## config.mk

```make
export PLATFORM = sky130hd
export DESIGN_NAME = icon_tile_slot_cache_core
export DESIGN_NICKNAME = d
export VERILOG_FILES = /design/src/hw/rtl/itsc_pkg.sv /design/src/hw/rtl/itsc_alu.sv /design/src/hw/rtl/icon_tile_slot_cache_core.sv
export SDC_FILE = /design/constraint.sdc
export NUM_CORES = 2
export LEC_CHECK = 0
export ABC_AREA = 1
export BUFFER_PORTS_ARGS = -buffer_cell sky130_fd_sc_hd__buf_2
export CAP_MARGIN = 25
export CORE_ASPECT_RATIO = 1.4
export CORE_MARGIN = 8
export CORE_UTILIZATION = 63
export DETAILED_ROUTE_END_ITERATION = 12
export PLACE_DENSITY_LB_ADDON = 0.05
export SETUP_SLACK_MARGIN = 0.15
export SYNTH_ARGS = -nofsm -noshare
export SYNTH_HDL_FRONTEND = slang
export SYNTH_SLANG_ARGS = --single-unit
```

## constraint.sdc

```tcl
create_clock -name clk -period 10.68 [get_ports clk]
set_clock_uncertainty 0.2 [all_clocks]
set_input_delay 1.068 -clock clk [delete_from_list [all_inputs] [get_ports clk]]
set_output_delay 1.068 -clock clk [all_outputs]
set_load 0.1 [all_outputs]
```

## src/hw/rtl/itsc_pkg.sv

```systemverilog
// shared types and constants for the icon tile slot cache
`default_nettype none

package itsc_pkg;

    typedef enum logic
    {
        ALU_ADD,
        ALU_SUB
    } alu_op_t;

    typedef struct packed
    {
        logic none;
        logic placed;
    } flags_t;

    localparam int         TILE_SHIFT     = 2;
    localparam int         CHUNK_W        = 8;
    localparam logic [7:0] COUNT_MAX      = 8'hFF;
    localparam logic [5:0] ACTIVE_MAX     = 6'd63;
    localparam logic [9:0] TOP_TILE_RESET = 10'd1023;

endpackage

`default_nettype wire

```

## src/hw/rtl/itsc_alu.sv

```systemverilog
// shared 16-bit add/subtract unit for tile base and attribute sums
`default_nettype none

module itsc_alu
    import itsc_pkg::*;
(
    input  wire alu_op_t     op,
    input  wire logic [15:0] a,
    input  wire logic [15:0] b,
    output logic      [15:0] y
);

    always_comb
    begin
        unique case (op)
            ALU_ADD: y = a + b;
            ALU_SUB: y = a - b;
            default: y = a + b;
        endcase
    end

endmodule

`default_nettype wire

```

## src/hw/rtl/icon_tile_slot_cache_core.sv

```systemverilog
// top level of the icon tile slot cache: slot table, free-slot scan, shared adder
//
// channel  | dir | handshake                  | content
// s_       | in  | s_tvalid / s_tready        | request: tuser req_type, tdata icon, tile_attr
// m_       | out | m_tvalid / m_tready        | result: tdata tile, active_count, tuser flags
// cfg_     | in  | cfg_valid / cfg_ready      | top_tile write
//
// release or blank request: from accept through ST_READ and ST_FINISH to the result register
// get of a placed icon: ST_READ, ST_ADD1, ST_ADD2, ST_FINISH; a new placement also passes
// through ST_SEARCH, the 8-bit-per-cycle free-slot scan, then through the shared adder twice
// after reset the icon table is cleared, one entry a cycle, all ICON_COUNT entries, s_tready low
// a held result stalls only the final write-back step
`default_nettype none

module icon_tile_slot_cache_core
    import itsc_pkg::*;
#(
    parameter int ICON_COUNT = 256,
    parameter int SLOT_COUNT = 32
)
(
    input  wire logic        clk,
    input  wire logic        rst_n,
    input  wire logic        s_tvalid,
    output logic             s_tready,
    input  wire logic [31:0] s_tdata,   // icon[8:0], tile_attr[24:9], zero pad
    input  wire logic [0:0]  s_tuser,   // req_type[0]
    output logic             m_tvalid,
    input  wire logic        m_tready,
    output logic      [23:0] m_tdata,   // tile[15:0], active_count[21:16], zero pad
    output logic      [1:0]  m_tuser,   // newly_placed[0], no_slot[1]
    input  wire logic        cfg_valid,
    output logic             cfg_ready,
    input  wire logic [9:0]  cfg_data
);

    localparam int IW   = (ICON_COUNT > 1) ? $clog2(ICON_COUNT) : 1;
    localparam int SW   = $clog2(SLOT_COUNT + 1);
    localparam int AW   = $clog2(SLOT_COUNT + 1);
    localparam int NCH  = (SLOT_COUNT + CHUNK_W - 1) / CHUNK_W;
    localparam int CW   = (NCH > 1) ? $clog2(NCH) : 1;
    localparam int PADW = NCH * CHUNK_W;
    localparam int MW   = 8 + SW;

    localparam logic [IW-1:0] LAST_ICON  = IW'(ICON_COUNT - 1);
    localparam logic [CW-1:0] LAST_CHUNK = CW'(NCH - 1);

    typedef enum logic [2:0]
    {
        ST_CLEAR,
        ST_IDLE,
        ST_READ,
        ST_SEARCH,
        ST_ADD1,
        ST_ADD2,
        ST_FINISH
    } state_t;

    state_t state_reg, state_next;

    logic [MW-1:0] mem_array [ICON_COUNT];
    logic [MW-1:0] rd_word_reg;

    logic [IW-1:0]         clr_reg, clr_next;
    logic [9:0]            top_reg, top_next;
    logic [SLOT_COUNT-1:0] occ_reg, occ_next;
    logic [AW-1:0]         active_reg, active_next;
    logic [CW-1:0]         ch_reg, ch_next;

    logic          req_reg, req_next;
    logic          valid_reg, valid_next;
    logic [IW-1:0] idx_reg, idx_next;
    logic [15:0]   attr_reg, attr_next;
    logic [7:0]    cnt_reg, cnt_next;
    logic [SW-1:0] slot_reg, slot_next;
    logic [15:0]   acc_reg, acc_next;
    logic          wr_reg, wr_next;
    flags_t        flags_reg, flags_next;

    logic        m_tvalid_reg, m_tvalid_next;
    logic [15:0] tile_out_reg, tile_out_next;
    logic [5:0]  act_out_reg, act_out_next;
    flags_t      flags_out_reg, flags_out_next;

    logic          in_fire;
    logic [8:0]    in_icon;
    logic [31:0]   in_icon_ext;
    logic [IW-1:0] in_idx;
    logic          in_valid;

    logic          mem_we;
    logic [IW-1:0] mem_waddr;
    logic [MW-1:0] mem_wdata;
    logic [7:0]    rd_cnt;
    logic [SW-1:0] rd_slot;

    logic [PADW-1:0]    free_pad;
    logic [CHUNK_W-1:0] chunk;
    logic               chunk_found;
    int                 chunk_pos;
    logic [SW-1:0]      found_s1;

    alu_op_t     alu_op;
    logic [15:0] alu_a;
    logic [15:0] alu_b;
    logic [15:0] alu_y;

    itsc_alu u_alu
    (
        .op (alu_op),
        .a  (alu_a),
        .b  (alu_b),
        .y  (alu_y)
    );

    assign s_tready    = (state_reg == ST_IDLE);
    assign cfg_ready   = 1'b1;
    assign in_fire     = s_tvalid && s_tready;
    assign in_icon     = s_tdata[8:0];
    assign in_icon_ext = 32'(in_icon[7:0]);
    assign in_idx      = in_icon_ext[IW-1:0];
    assign in_valid    = !in_icon[8] && (in_icon_ext < 32'(ICON_COUNT));

    assign rd_cnt  = rd_word_reg[MW-1:SW];
    assign rd_slot = rd_word_reg[SW-1:0];

    assign m_tvalid = m_tvalid_reg;
    assign m_tdata  = {2'b00, act_out_reg, tile_out_reg};
    assign m_tuser  = {flags_out_reg.none, flags_out_reg.placed};

    // lowest free slot within the current 8-slot chunk
    always_comb
    begin
        free_pad                 = '0;
        free_pad[SLOT_COUNT-1:0] = ~occ_reg;
        chunk                    = free_pad[ch_reg * CHUNK_W +: CHUNK_W];
        chunk_found              = 1'b0;
        chunk_pos                = 0;
        for (int j = CHUNK_W - 1; j >= 0; j--)
        begin
            if (chunk[j])
            begin
                chunk_found = 1'b1;
                chunk_pos   = j;
            end
        end
        found_s1 = SW'(32'(ch_reg) * CHUNK_W + chunk_pos + 1);
    end

    always_comb
    begin
        state_next     = state_reg;
        clr_next       = clr_reg;
        top_next       = top_reg;
        occ_next       = occ_reg;
        active_next    = active_reg;
        ch_next        = ch_reg;
        req_next       = req_reg;
        valid_next     = valid_reg;
        idx_next       = idx_reg;
        attr_next      = attr_reg;
        cnt_next       = cnt_reg;
        slot_next      = slot_reg;
        acc_next       = acc_reg;
        wr_next        = wr_reg;
        flags_next     = flags_reg;
        m_tvalid_next  = m_tvalid_reg;
        tile_out_next  = tile_out_reg;
        act_out_next   = act_out_reg;
        flags_out_next = flags_out_reg;
        mem_we         = 1'b0;
        mem_waddr      = idx_reg;
        mem_wdata      = {cnt_reg, slot_reg};
        alu_op         = ALU_ADD;
        alu_a          = acc_reg;
        alu_b          = attr_reg;

        if (cfg_valid && cfg_ready)
        begin
            top_next = cfg_data;
        end

        if (m_tvalid_reg && m_tready)
        begin
            m_tvalid_next = 1'b0;
        end

        unique case (state_reg)
            ST_CLEAR:
            begin
                mem_we    = 1'b1;
                mem_waddr = clr_reg;
                mem_wdata = '0;
                if (clr_reg == LAST_ICON)
                begin
                    state_next = ST_IDLE;
                end
                else
                begin
                    clr_next = clr_reg + IW'(1);
                end
            end
            ST_IDLE:
            begin
                if (in_fire)
                begin
                    req_next   = s_tuser[0];
                    valid_next = in_valid;
                    idx_next   = in_idx;
                    attr_next  = s_tdata[24:9];
                    state_next = ST_READ;
                end
            end
            ST_READ:
            begin
                cnt_next   = rd_cnt;
                slot_next  = rd_slot;
                acc_next   = '0;
                wr_next    = 1'b0;
                flags_next = '0;
                if (!valid_reg)
                begin
                    state_next = ST_FINISH;
                end
                else if (req_reg)
                begin
                    slot_next = '0;
                    wr_next   = 1'b1;
                    if (rd_slot != '0)
                    begin
                        for (int i = 0; i < SLOT_COUNT; i++)
                        begin
                            if (SW'(i + 1) == rd_slot)
                            begin
                                occ_next[i] = 1'b0;
                            end
                        end
                        active_next = active_reg - AW'(1);
                    end
                    state_next = ST_FINISH;
                end
                else if (rd_slot != '0)
                begin
                    wr_next = 1'b1;
                    if (rd_cnt != COUNT_MAX)
                    begin
                        cnt_next = rd_cnt + 8'd1;
                    end
                    state_next = ST_ADD1;
                end
                else
                begin
                    wr_next    = 1'b1;
                    cnt_next   = rd_cnt + 8'd1;
                    ch_next    = '0;
                    state_next = ST_SEARCH;
                end
            end
            ST_SEARCH:
            begin
                if (chunk_found)
                begin
                    for (int i = 0; i < SLOT_COUNT; i++)
                    begin
                        if (SW'(i + 1) == found_s1)
                        begin
                            occ_next[i] = 1'b1;
                        end
                    end
                    active_next       = active_reg + AW'(1);
                    slot_next         = found_s1;
                    flags_next.placed = 1'b1;
                    state_next        = ST_ADD1;
                end
                else if (ch_reg == LAST_CHUNK)
                begin
                    flags_next.none = 1'b1;
                    state_next      = ST_ADD1;
                end
                else
                begin
                    ch_next = ch_reg + CW'(1);
                end
            end
            ST_ADD1:
            begin
                alu_op     = ALU_SUB;
                alu_a      = 16'(top_reg);
                alu_b      = 16'(slot_reg) << TILE_SHIFT;
                acc_next   = alu_y;
                state_next = ST_ADD2;
            end
            ST_ADD2:
            begin
                alu_op     = ALU_ADD;
                alu_a      = acc_reg;
                alu_b      = attr_reg;
                acc_next   = alu_y;
                state_next = ST_FINISH;
            end
            ST_FINISH:
            begin
                if (!m_tvalid_reg || m_tready)
                begin
                    m_tvalid_next  = 1'b1;
                    tile_out_next  = acc_reg;
                    flags_out_next = flags_reg;
                    if (32'(active_reg) > 32'(ACTIVE_MAX))
                    begin
                        act_out_next = ACTIVE_MAX;
                    end
                    else
                    begin
                        act_out_next = 6'(active_reg);
                    end
                    mem_we     = wr_reg;
                    state_next = ST_IDLE;
                end
            end
            default:
            begin
                state_next = ST_CLEAR;
            end
        endcase
    end

    always_ff @(posedge clk or negedge rst_n)
    begin
        if (!rst_n)
        begin
            state_reg    <= ST_CLEAR;
            clr_reg      <= '0;
            top_reg      <= TOP_TILE_RESET;
            occ_reg      <= '0;
            active_reg   <= '0;
            m_tvalid_reg <= 1'b0;
        end
        else
        begin
            state_reg    <= state_next;
            clr_reg      <= clr_next;
            top_reg      <= top_next;
            occ_reg      <= occ_next;
            active_reg   <= active_next;
            m_tvalid_reg <= m_tvalid_next;
        end
    end

    always_ff @(posedge clk)
    begin
        ch_reg        <= ch_next;
        req_reg       <= req_next;
        valid_reg     <= valid_next;
        idx_reg       <= idx_next;
        attr_reg      <= attr_next;
        cnt_reg       <= cnt_next;
        slot_reg      <= slot_next;
        acc_reg       <= acc_next;
        wr_reg        <= wr_next;
        flags_reg     <= flags_next;
        tile_out_reg  <= tile_out_next;
        act_out_reg   <= act_out_next;
        flags_out_reg <= flags_out_next;
    end

    // icon table: use count over slot number
    always_ff @(posedge clk)
    begin
        if (mem_we)
        begin
            mem_array[mem_waddr] <= mem_wdata;
        end
        if (in_fire)
        begin
            rd_word_reg <= mem_array[in_idx];
        end
    end

endmodule

`default_nettype wire

```

### Word level (Yosys, flattened, before mapping)

Memory sizes are Yosys's and may differ from the RTL's. A register that Yosys moved wholly into a read port is not among the register bits.
Index checks and enable logic that the tools add are counted.

| word-level totals | value |
|---|---|
| flip-flop bits (word level) | 145 |
| word-level logic and storage cells | 400 |
| memories | 1 |
| input port bits | 48 |
| memory bits (writable) | 3584 |

| cells by class | value |
|---|---|
| reductions and logical operators | 51 |
| shifts and indexed selects | 1 |
| bitwise logic cells | 3 |
| add/subtract/negate cells | 9 |
| order comparisons | 1 |
| muxes and demuxes | 132 |
| eq/ne operators | 150 |

Memory list:

| name | words | bits a word | read ports | clocked after memory_dff | write ports | RTL line | RTL |
|---|---|---|---|---|---|---|---|
| mem_array | 256 | 14 | 1 | 1 | 1 | icon_tile_slot_cache_core.sv:61 | `logic [MW-1:0] mem_array [ICON_COUNT];` |

Operators by type and width:

| operator | number |
|---|---|
| AND reduction 7 bit | 32 |
| equality test 5 x 6 -> 1 bit (first input constant) | 32 |
| != test 2 bit (second input constant) | 75 |
| 2-to-1 mux 32 bit | 4 |
| equality test 4 x 6 -> 1 bit (first input constant) | 16 |
| 2-to-1 mux 1 bit | 83 |
| 2-to-1 mux 6 bit | 12 |
| one-hot mux 16 bit (2 select lines) | 2 |
| one-hot mux 32 bit (2 select lines) | 1 |
| equality test 3 x 6 -> 1 bit (first input constant) | 8 |
| 2-to-1 mux 8 bit | 5 |
| 2-to-1 mux 3 bit | 11 |
| 2-to-1 mux 16 bit | 2 |
| NOT 32 bit | 1 |
| indexed part select 32 x 6 -> 8 bit | 1 |
| equality test 2 x 6 -> 1 bit (first input constant) | 4 |
| one-hot mux 6 bit (2 select lines) | 2 |
| one-hot mux 3 bit (7 select lines) | 1 |
| adder 16 bit | 1 |
| adder 8 x 1 -> 8 bit (second input constant) | 2 |
| subtractor 16 bit | 1 |
| 2-to-1 mux 14 bit | 1 |
| adder 6 x 1 -> 6 bit (second input constant) | 2 |
| equality test 1 x 6 -> 1 bit (first input constant) | 2 |
| other kinds (29) | 46 |

### Depth between registers and ports, before layout

| depth | value |
|---|---|
| depth in word-level cells | 16 |
| gate-level depth with buffers | 26 |
| depth with buffers taken out | 25 |

### Modules after synthesis

From an unflattened synthesis, not the netlist that was laid out.

| second synthesis, totals | value |
|---|---|
| cell total of the unflattened synthesis | 6010 |
| area total of the unflattened synthesis | 70103.5 sq um |

Modules (own cells, without submodules):

| module | times used | area an instance (sq um) | cells each |
|---|---|---|---|
| icon_tile_slot_cache_core | 1 | 68771.0 | 5761 |
| itsc_alu | 1 | 1332.5 | 249 |

### Worst setup path after synthesis

Ideal clock, no wire load.

| timing path | value |
|---|---|
| path type | reg2reg |
| start point | register state_reg[0] |
| end point | memory mem_array[0][0] (netlist name), data pin |
| path slack | 2.388 ns |
| data arrival time | 6.703 ns |
| path buffers | 2 |
| stages on the path, launching flop included | 5 |
| required time | 9.091 ns |
| setup time | 1.389 ns |
| cells stage by stage | dfrtp_1 > buf_4 > nor3_4 > buf_2 > nor2_1 |

| on the way | value |
|---|---|
| word-level cells in the longest chain between the ends | 2 |

RTL lines:

| what | RTL line | RTL |
|---|---|---|
| start: declaration | icon_tile_slot_cache_core.sv:59 | `state_t state_reg, state_next;` |
| start signal: assignment | icon_tile_slot_cache_core.sv:340 | `state_reg <= state_next;` |
| zero test 3 bit | icon_tile_slot_cache_core.sv:188 | `unique case (state_reg)` |
| 2-to-1 mux 14 bit | icon_tile_slot_cache_core.sv:188 |  |
| named net mem_wdata[0] | icon_tile_slot_cache_core.sv:93 | `logic [MW-1:0] mem_wdata;` |
| end: declaration | icon_tile_slot_cache_core.sv:61 |  |

The timed path passes the listed nets, and every way through them passes these cells.

### Worst setup path in the final report

| timing path | value |
|---|---|
| start point | register state_reg[0] |
| end point | register acc_reg[12], data pin |

| on the way | value |
|---|---|
| word-level cells in the longest chain between the ends | 5 |
| elaborated cells between the ends (all ways) | 12 |

RTL lines:

| what | RTL line | RTL |
|---|---|---|
| equality test 3 bit | icon_tile_slot_cache_core.sv:188 |  |
| 2-to-1 mux 16 bit or 2-to-1 mux 1 bit (tied branches) | icon_tile_slot_cache_core.sv:188 |  |
| subtractor 16 bit, or another cell as far along | itsc_alu.sv:17 | `ALU_SUB: y = a - b;` |
| one-hot mux 16 bit (2 select lines) | itsc_alu.sv:15 | `unique case (op)` |
| one-hot mux 16 bit (2 select lines) (*) | icon_tile_slot_cache_core.sv:188 |  |
| end signal: assignment | icon_tile_slot_cache_core.sv:358 | `acc_reg <= acc_next;` |
| end: declaration | icon_tile_slot_cache_core.sv:76 | `logic [15:0] acc_reg, acc_next;` |

Every way passes the cells marked *; elsewhere a longest branch is shown, timed or not.
A chain may end at the register's enable or synchronous reset.

==> run summary <==
==================================================================================
Result of the run                                                     finished clean
Core outline area                                                     110,000 sq um
Sum of negative setup slack                                                   0 ns
Origin of the worst setup path                                        state_reg[0]
Combined area of the multi-input logic cells                          17,200 sq um
Total of endpoints with negative setup slack in the final report                 0
Flip-flop count of the largest register, all copies and words added          1,536
Maximum clock frequency                                                    190 MHz
Synthesized cell area                                                 69,300 sq um
Final cycle utilization of the critical path                                 0.492
DR WL/cell                                                            24.7 microns
Met1 track utilization from global routing                                   0.376
Final GP Congestion                                                          0.915
Start of the worst register-to-register path                          state_reg[0]
Global routing's busiest layer                                                met2
Async SR Flop Fraction                                                      0.0357
Count of filler cells inserted in the layout                                 7,800
Tot Pwr                                                                    17.7 mW
Total number of nets in the final design                                     5,785
Met2 track demand over resource in global routing                            0.489
Synth Warn #                                                                     0
CP endpoint                                                            acc_reg[12]
Yosys top cell by area                                                sky130_fd_sc_hd__edfxtp_1
Routed vias                                                                 46,100
Worst Tran Pin Value                                                       1.19 ns
Wire length of the first global-routing pass                          270,000 microns
Area taken by flip-flops and latches                                  50,100 sq um
Final Hold Fails                                                                 0
Remaining max-slew budget at the tightest pin                                0.207
Die extent in y                                                        408 microns
Peak supply drop                                                            347 uV
Clk Latency, worst-skew pair                                               0.78 ns
Unique masters post-synth                                                       58
Static leakage power                                                       25.0 nW
Most common cell in the synthesized netlist                           sky130_fd_sc_hd__edfxtp_1
Hold path start                                                       flags_reg[0]
Total iterations of the first detailed-routing run                               6
Resized Gates After CTS                                                          0
Area share of the largest cell type after synthesis                          0.701
Number of global-route vias before repair                                   44,300
Number of buffers added by the clock tree synthesis step                       155
Setup repair after global routing missed its margin                          false
Max Fanout on Critical Path                                                     37
Total power divided by cell area                                       234 nW/um^2
Reg-to-reg slack, setup                                                    5.42 ns
Antenna-violating nets left                                                      0
Clock Path Buffers                                                               3
Overflow after GRT                                                               0
Top FF cell, synth                                                    sky130_fd_sc_hd__edfxtp_1
Number of instances in the synthesized netlist                               5,822
TritonCTS sink count                                                         1,679
WP data required                                                          11.02 ns
Number of I/O pins                                                              77
Antenna violations before repair                                                 3
Startpoint Class                                                         flip-flop
Per-instance average area after synthesis                               11.9 sq um
Crit path kind                                                          reg -> reg
Starting utilization of the core area                                        0.633
I/O Buffers                                                                     66
Sum of routed wire length over all layers                             181,000 microns
Clock slew at reported path FFs                                            0.06 ns
Layout cells sized above 1                                                  0.0775
Number of synthesized flops with an enable pin                               1,619
Area overhead of the layout relative to synthesis                            9.31%
Pin count of the biggest net entering global routing                           257
Number of buffers inserted to repair setup after CTS                             0
Sort of element at the end of the critical path                          flip-flop
Dpl hpwl                                                              101,000 microns
Overall die area                                                      121,000 sq um
Met3 usage in global routing                                                0.0466
Count of cells along the worst register-to-register path                        20
Worst Hold Class                                                        reg -> reg
FF+latch count, synth                                                        1,679
Mean number of vias per cell                                                  6.31
Combined global-route utilization of all metal layers                        0.295
Ranking of synthesized cells by area                                  sky130_fd_sc_hd__edfxtp_1, sky130_fd_sc_hd__o21ai_0, sky130_fd_sc_hd__nor2_1
Commonest cells in the netlist                                        sky130_fd_sc_hd__edfxtp_1, sky130_fd_sc_hd__nor2_1, sky130_fd_sc_hd__o21ai_0
Critical path arrival                                                      5.59 ns
Number of buffers inserted by hold repair at cts                                 0
Buffer type at the clock tree root                                    sky130_fd_sc_hd__clkbuf_16
R2r endpoint                                                           acc_reg[12]
First-iteration detailed-routing DRC count                                   5,162
Pins Over Slew Limit                                                             0
Register area share after synthesis                                          0.723
Site row count                                                                 144
Die boundary width                                                     296 microns
Detailed-route DRC error count                                                   0
# Max-Cap Violations                                                             0
Final standard cell area without fillers                              75,800 sq um
Placed Area                                                           70,700 sq um
CTS H-Tree Depth                                                                 4
Clock tree from TritonCTS                                                     done
Final critical delay including setup and external delays                   5.26 ns
==================================================================================
[metal layers]
| metal | up-vias | share of wire |
|---|---|---|
| met3 | 449 | 0.087 |
| met2 | 2188 | 0.49 |
| met4 | 0 | 0.051 |
| met1 | 22500 | 0.37 |
| met5 | - | 0 |
| li1 | 20900 | - |
[placed cells by master (no fill, tap or decap), drive strengths merged, types with 6 or more instances in the layout]
cell and count:
clkbuf 186, or2 9, clkinv 67, xor2 12, edfxtp 1619, a21oi 86, nand3 155, o21ai 1008
nor2 1303, inv 138, buf 125, dfrtp 50, clkinvlp 8, nand2 461, nand4 11, o211ai 13
a31oi 20, nor4 7, ha 27, bufinv 17, dfstp 10, nor3 38, o22ai 429, xnor2 6
[worst max-delay path: stages, from the launching register on]
cell,delay [ns]
sky130_fd_sc_hd__dfrtp_1,1.02
sky130_fd_sc_hd__nor2_4,0.32
sky130_fd_sc_hd__inv_2,0.49
sky130_fd_sc_hd__nand2_1,0.17
sky130_fd_sc_hd__ha_1,0.25
sky130_fd_sc_hd__or2_2,0.31
sky130_fd_sc_hd__nor2_1,0.09
sky130_fd_sc_hd__a21oi_1,0.05
sky130_fd_sc_hd__ha_1,0.34
sky130_fd_sc_hd__nand2_1,0.07
sky130_fd_sc_hd__inv_1,0.09
sky130_fd_sc_hd__o21a_1,0.12
sky130_fd_sc_hd__nor2_1,0.06
sky130_fd_sc_hd__o21ai_0,0.51
sky130_fd_sc_hd__a31oi_1,0.22
sky130_fd_sc_hd__o21ai_0,0.34
sky130_fd_sc_hd__nand2_1,0.09
sky130_fd_sc_hd__nand2_1,0.07
sky130_fd_sc_hd__nand2_1,0.06
sky130_fd_sc_hd__nand3_1,0.07
sky130_fd_sc_hd__a21oi_1,0.06
[area by class of cell]
type / instances / area share
Antenna cell: 1 / 0.0000330
Timing Repair Buffer: 125 / 0.0141
Tap cell: 1460 / 0.0241
Clock buffer: 186 / 0.0541
Clock inverter: 98 / 0.0124
Multi-Input combinational cell: 3615 / 0.227
Inverter: 132 / 0.00682
Sequential cell: 1679 / 0.662
[cell families after synthesis]
kind of cell | synth area share
AO/OA/AOI/OAI | 0.124
XOR/XNOR | 0.00238
adder cells (fa/ha/maj) | 0.00545
buffers and inverters | 0.0305
flip-flops | 0.723
multiplexers | 0.000307
other | 0.000108
AND/OR/NAND/NOR | 0.114
[power by group]
group	internal, mW	total, mW	switching [mW]
Clock	3.16	5.54	2.39
Sequential	8.57	8.68	0.110
Combinational	0.646	3.50	2.85
[how the worst min path moves through the flow]
stage / endpoint / depth (start not counted) / slack (ns)
after detailed placement: m_tuser[0] / 0 / 0.22
after global placement: m_tuser[0] / 0 / 0.20
after global routing: m_tuser[0] / 0 / 0.22
after CTS: attr_reg[14] / 1 / 0.21
after floorplan: m_tuser[0] / 0 / 0.20
final: m_tuser[0] / 0 / 0.22
[metrics by stage]
step                 util  worst slack [ns]  std cells  hold WS (ns)
finish              0.692              5.42       7296         0.218
global route        0.692              5.07       7295         0.219
CTS                 0.691              5.52       7293         0.214
detailed placement  0.645              5.34       7009         0.216
global placement    0.644              5.35       7005         0.200
floorplan               -              2.39       5823         0.200
No activity file was read; power rests on OpenSTA's default activity.
